## config.mk

```make
export PLATFORM = sky130hd
export DESIGN_NAME = sit_orient
export DESIGN_NICKNAME = d
export VERILOG_FILES = /design/src/rtl/sit_pkg.sv /design/src/rtl/sit_orient.sv
export SDC_FILE = /design/constraint.sdc
export NUM_CORES = 1
export LEC_CHECK = 0
export BUFFER_PORTS_ARGS = -buffer_cell sky130_fd_sc_hd__clkbuf_2
export CAP_MARGIN = 20
export CORE_MARGIN = 2
export CORE_UTILIZATION = 65
export CTS_CLUSTER_DIAMETER = 30
export DETAILED_ROUTE_END_ITERATION = 8
export GPL_TIMING_DRIVEN = 0
export PLACE_DENSITY = 0.83
export SYNTH_ARGS = -nofsm -noshare
export SYNTH_HDL_FRONTEND = slang
export SYNTH_SLANG_ARGS = --single-unit
```

## constraint.sdc

```tcl
create_clock -name clk_i -period 13.7 [get_ports clk_i]
set_clock_uncertainty 0.2 [all_clocks]
set_input_delay 2.055 -clock clk_i [delete_from_list [all_inputs] [get_ports clk_i]]
set_output_delay 2.055 -clock clk_i [all_outputs]
set_load 0.02 [all_outputs]
```

## src/rtl/sit_pkg.sv

```systemverilog
// Shared types for the segment intersection test block.
// No dependencies; compiled first.
package sit_pkg;

  // Per-stage advance strobes, handed from the top level to each orientation unit
  typedef struct packed {
    logic s1;
    logic s2;
    logic s3;
  } stage_en_t;

endpackage

```

## src/rtl/sit_orient.sv

```systemverilog
// Three-stage orientation unit: differences, products, sign and zero flags.
// Depends on sit_pkg (stage_en_t).
module sit_orient import sit_pkg::*; #(
  parameter int COORD_BITS = 12
) (
  input  logic                  clk_i,
  input  stage_en_t             en_i,
  input  logic [COORD_BITS-1:0] px_i,
  input  logic [COORD_BITS-1:0] py_i,
  input  logic [COORD_BITS-1:0] qx_i,
  input  logic [COORD_BITS-1:0] qy_i,
  input  logic [COORD_BITS-1:0] rx_i,
  input  logic [COORD_BITS-1:0] ry_i,
  output logic                  neg_o,
  output logic                  zero_o
);

  localparam int DW = COORD_BITS + 1;
  localparam int PW = 2 * DW;

  logic signed [DW-1:0] dqx_q, dry_q, dqy_q, drx_q;
  logic signed [DW-1:0] dqx_d, dry_d, dqy_d, drx_d;
  logic signed [PW-1:0] pa_q, pb_q;
  logic signed [PW:0]   diff;
  logic                 neg_q, zero_q;

  // Form the coordinate differences as signed values one bit wider
  assign dqx_d = $signed({1'b0, qx_i}) - $signed({1'b0, px_i});
  assign dry_d = $signed({1'b0, ry_i}) - $signed({1'b0, py_i});
  assign dqy_d = $signed({1'b0, qy_i}) - $signed({1'b0, py_i});
  assign drx_d = $signed({1'b0, rx_i}) - $signed({1'b0, px_i});

  always_ff @(posedge clk_i) begin
    if (en_i.s1) begin
      dqx_q <= dqx_d;
      dry_q <= dry_d;
      dqy_q <= dqy_d;
      drx_q <= drx_d;
    end
  end

  // Multiply the two cross terms, operands sign-extended to the product width
  always_ff @(posedge clk_i) begin
    if (en_i.s2) begin
      pa_q <= PW'(dqx_q) * PW'(dry_q);
      pb_q <= PW'(dqy_q) * PW'(drx_q);
    end
  end

  // Subtract and keep only sign and zero
  assign diff = {pa_q[PW-1], pa_q} - {pb_q[PW-1], pb_q};

  always_ff @(posedge clk_i) begin
    if (en_i.s3) begin
      neg_q  <= diff[PW];
      zero_q <= (diff == '0);
    end
  end

  assign neg_o  = neg_q;
  assign zero_o = zero_q;

endmodule
```

Word level (Yosys, flattened, before mapping)
Index checks and enable logic that the tools add are counted.
{"block": "op_classes", "n_mul": 2, "n_reduce_logical": 1, "add_sub_neg": 5}
{"op": "multiplier 13 x 13 -> 26 bit", "count": 2}
{"op": "subtractor 12 x 12 -> 13 bit", "count": 4}
{"op": "zero test 27 bit", "count": 1}
{"op": "subtractor 26 x 26 -> 27 bit", "count": 1}
{"block": "totals", "word_cells": 16, "input_bits": 76, "regBits": 106, "out_inout_bits": 2}

Depth between registers and ports, before layout
{"block": "logic_depth", "ltp_word": 2, "mapped_depth": 26, "mapped_depth_nobuf": 25}

Worst setup path before layout
No wires, ideal clock.
{"block": "synth_timing", "path_kind": "register to register", "start": "reg dqx_q[7]", "end": "reg pa_q[23] (data pin)", "synth_period_minus_slack_ns": 6.280, "setup_time_ns": 0.258, "path_buffers": 1, "setup_slack_ns": 7.420, "arrival_time_ns": 5.822, "path_stages_with_launch": 24, "required_ns": 13.242, "cell_sequence": "edfxtp_1 > clkbuf_1 > and2_1 > fa_1 > inv_1 > fa_1 > inv_1 > fa_1 > inv_1 > fa_1 > inv_1 > fa_1 > ha_1 > ha_1 > o2111ai_1 > nand3_1 > o41ai_1 > o21ai_1 > nor4_1 > nor4b_1 > o21a_1 > o21a_1 > o41a_1 > xor2_1"}
{"block": "synth_via", "elab_chain_len": 1}
{"item": "from (decl)", "line_no": "sit_orient.sv:21", "source": "logic signed [DW-1:0] dqx_q, dry_q, dqy_q, drx_q;"}
{"item": "from (signal assigned)", "line_no": "sit_orient.sv:35", "source": "dqx_q <= dqx_d;"}
{"item": "multiplier 13 x 13 -> 26 bit", "line_no": "sit_orient.sv:45", "source": "pa_q <= PW'(dqx_q) * PW'(dry_q);"}
{"item": "to (signal assigned)", "line_no": "sit_orient.sv:45"}
{"item": "to (decl)", "line_no": "sit_orient.sv:23", "source": "logic signed [PW-1:0] pa_q, pb_q;"}
Every way passes these cells.
A chain may end at the register's enable or synchronous reset.

Worst setup path after layout
{"block": "layout_timing", "start": "reg dry_q[2]", "end": "reg pa_q[22] (data pin)"}
{"block": "layout_via", "elab_chain_len": 1}
{"item": "from (decl)", "line_no": "sit_orient.sv:21"}
{"item": "from (signal assigned)", "line_no": "sit_orient.sv:36", "source": "dry_q <= dry_d;"}
{"item": "multiplier 13 x 13 -> 26 bit", "line_no": "sit_orient.sv:45"}
Every way passes these cells.

==> results.ini <==
[run_status]
status = complete, no violations

[clock_tree]
cts_buffers = 9
clk_latency_ns = 0.36
root_buffer = clkbuf_16
cts_tree = done
cts_setup_buffers = 0
h-tree-depth = 3
cts-resized-gates = 0
clock_path_buffers = 2
cts-hold-fix-buffers = 0
clkSinkCount = 106
path_clk_slew_ns = 0.07

[placement]
dp_cells = 2499
place_congestion = 0.9815
hpwl_mm = 38.00
io_buffers = 77

[timing]
period_needed_ns = 7.431
final-max-slew-violation-count = 0
final-setup-viol-count = 0
fin_tns_setup_ns = 0
rsz0062_at_grt = false
relSlewSlack_pct = 37.15
fmax_mhz = 134.6
worst_pin_slew_ns = 0.9306
hold_violations = 0
finalCritPeriodShare_pct = 54.24

[synth]
yosysTopAreaCell = fa_1
yosys-top-cells-area = fa_1, edfxtp_1, ha_1
synthCells = 2030
synth_flop_cell = edfxtp_1
synth_seq_area_share_pct = 16.44
ys_top_cells_by_count = inv_1, fa_1, nand2_1, ha_1, and2_1
synth.most_common_cell = inv_1
synth.avg_cell_area_um2 = 9.539
syn_area_um2 = 19360
synth_fp_nets = 2643
synthArstFlopShare_pct = 0
synth-seq-cells = 106
yosysTopAreaCellShare_pct = 34.01
ys_warn_count = 0
synth_cell_types = 62
synth_edf_count = 106

[global_route]
grt_pass1_wl_mm = 73.88
grt_max_degree = 42
grt_antenna_before_repair = 2
grt_usage_pct = 30.53
grt_pass1_vias = 15050
grt.overflow.total = 0

[critical_path]
required_ns = 13.58
slowest_delay_ns = 0.62
cp.buffers_inverters = 5
path_cells = clkbuf_1 -> and2_1 -> fa_1 -> inv_1 -> fa_1 -> inv_1 -> fa_1 -> inv_1 -> fa_1 -> inv_1 -> fa_1 -> ha_1 -> ha_1 -> o21ai_0 -> o21bai_1 -> a21o_1 -> a21oi_1 -> o21ai_1 -> o41ai_1 -> o21ai_1 -> o21ai_0 -> nand2b_1 -> o21ai_1 -> xnor2_1
cp-end-kind = flop
critPathArrivalTime_ns = 7.31
critPathSlowestCell = o41ai_1
criticalPathCategory = reg -> reg
startpoint_type = flop
crit_family = adder cells
path_common_cell = fa_1
path_max_fanout = 10

[min_path]
hold_class = reg -> reg

[routing]
drt_wl_total_mm = 44.48
vias = 14130
drt-initial-drc-count = 952
highest_layer = met5
met3_length_mm = 3.121
via_per_inst = 5.614
ant_nets = 0
wl_per_cell_um = 17.68
wl_met1_mm = 17.66
met2_length_mm = 21.73
drt_first_pass_iters = 8
drc = 0

[floorplan]
placementRows = 63
dieArea_um2 = 31190
pin_count = 78
die_h_um = 176.6
start_util_pct = 65.69
coreArea_um2 = 29480
die_w_um = 176.6

[layout]
utilization_pct = 69.76
fillers = 2188
areaGrowthSynthToFinish_pct = 6.203
instances_no_fill = 2516
drive_gt1_share_pct = 5.318
finalNetCount = 2733

[flow_run]
drv_cap = 0

-- stage by stage --
stage	setup WS, ns	instance area (um2)	hold slack, ns
2_1_floorplan	7.420	19360	0.3531
3_3_place_gp	6.534	20240	0.4063
3_5_place_dp	6.433	20280	0.4243
4_1_cts	6.404	20560	0.4450
5_1_grt	5.987	20560	0.5059
6_report	6.269	20570	0.4445
-- sequential cells by signal, summed over array words and instances (netlist names) --
signal and flops:
pb_q 26, dqx_q 13, zero_o 1, dqy_q 13
neg_o 1, pa_q 26, drx_q 13, dry_q 13
-- area by class of cell --
type	count	area [um2]	area share, %
clock buffer	10	229.0	1.113
multi-input combinational	1420	14280	69.42
antenna	1	2.502	0.01217
sequential	106	3183	15.48
clock inverter	6	56.30	0.2738
buffer	57	226.5	1.101
timing repair buffer	79	425.4	2.069
inverter	447	1678	8.158
tap	390	488.0	2.373
-- final timing paths --
| check | startpoint | end | slack, ns | depth (start not counted) |
|---|---|---|---|---|
| worst min register to register | dry_q[0] | pa_q[0] | 0.44 | 1 |
| worst max-delay path | dry_q[2] | pa_q[22] | 6.27 | 24 |
| worst max register to register | dry_q[2] | pa_q[22] | 6.27 | 24 |
| worst min-delay path | dry_q[0] | pa_q[0] | 0.44 | 1 |
-- layer usage --
metal | vias up | GRT usage (%)
met2 | 558 | 52.02
met4 | 4 | 12.60
met5 | - | 0
met1 | 6941 | 39.09
li1 | 6504 | -
met3 | 119 | 4.823
-- cells by family (layout without fill, tap and decap cells) --
kind of cell,Yosys count,count (layout),share of synthesized area [%]
other,0,1,0
and+or+nand+nor,556,556,14.16
xor gates and xnor gates,87,87,3.935
adders and majority gates,537,537,47.45
AOI/OAI and AO/OA,235,235,7.902
buffers and inverters,504,599,9.834
muxes,5,5,0.2778
DFF,106,106,16.44
-- layout by cell type, fill, tap and decap left out, types with 3 or more instances in the layout --
master	Yosys	final
nor2_1	82	82
o21ai_0	51	51
fa_1	329	329
xnor2_1	65	65
clkbuf_1	52	53
a31oi_1	5	5
and2_1	154	154
nand2b_1	33	33
o21bai_1	9	9
xor2_1	22	22
o21ai_1	9	9
inv_1	444	444
clkbuf_16	0	9
nor2b_1	25	25
o2111ai_1	5	5
nor4_1	4	4
nand4_1	4	4
nand2_1	209	209
a211oi_1	6	6
nand3_1	15	15
a21boi_0	14	14
a41o_1	4	4
inv_6	0	3
nor3_1	15	15
o211ai_1	4	4
a21oi_1	53	53
ha_1	208	208
o21a_1	14	14
clkbuf_2	0	77
a21o_1	32	32
o22ai_1	4	4
mux2_2	3	3
edfxtp_1	106	106
buf_2	4	4
o31ai_1	4	4
Power is left out: the tool's default activity adds up to more than one toggle a clock period on the data nets, which glitch-free logic cannot reach.
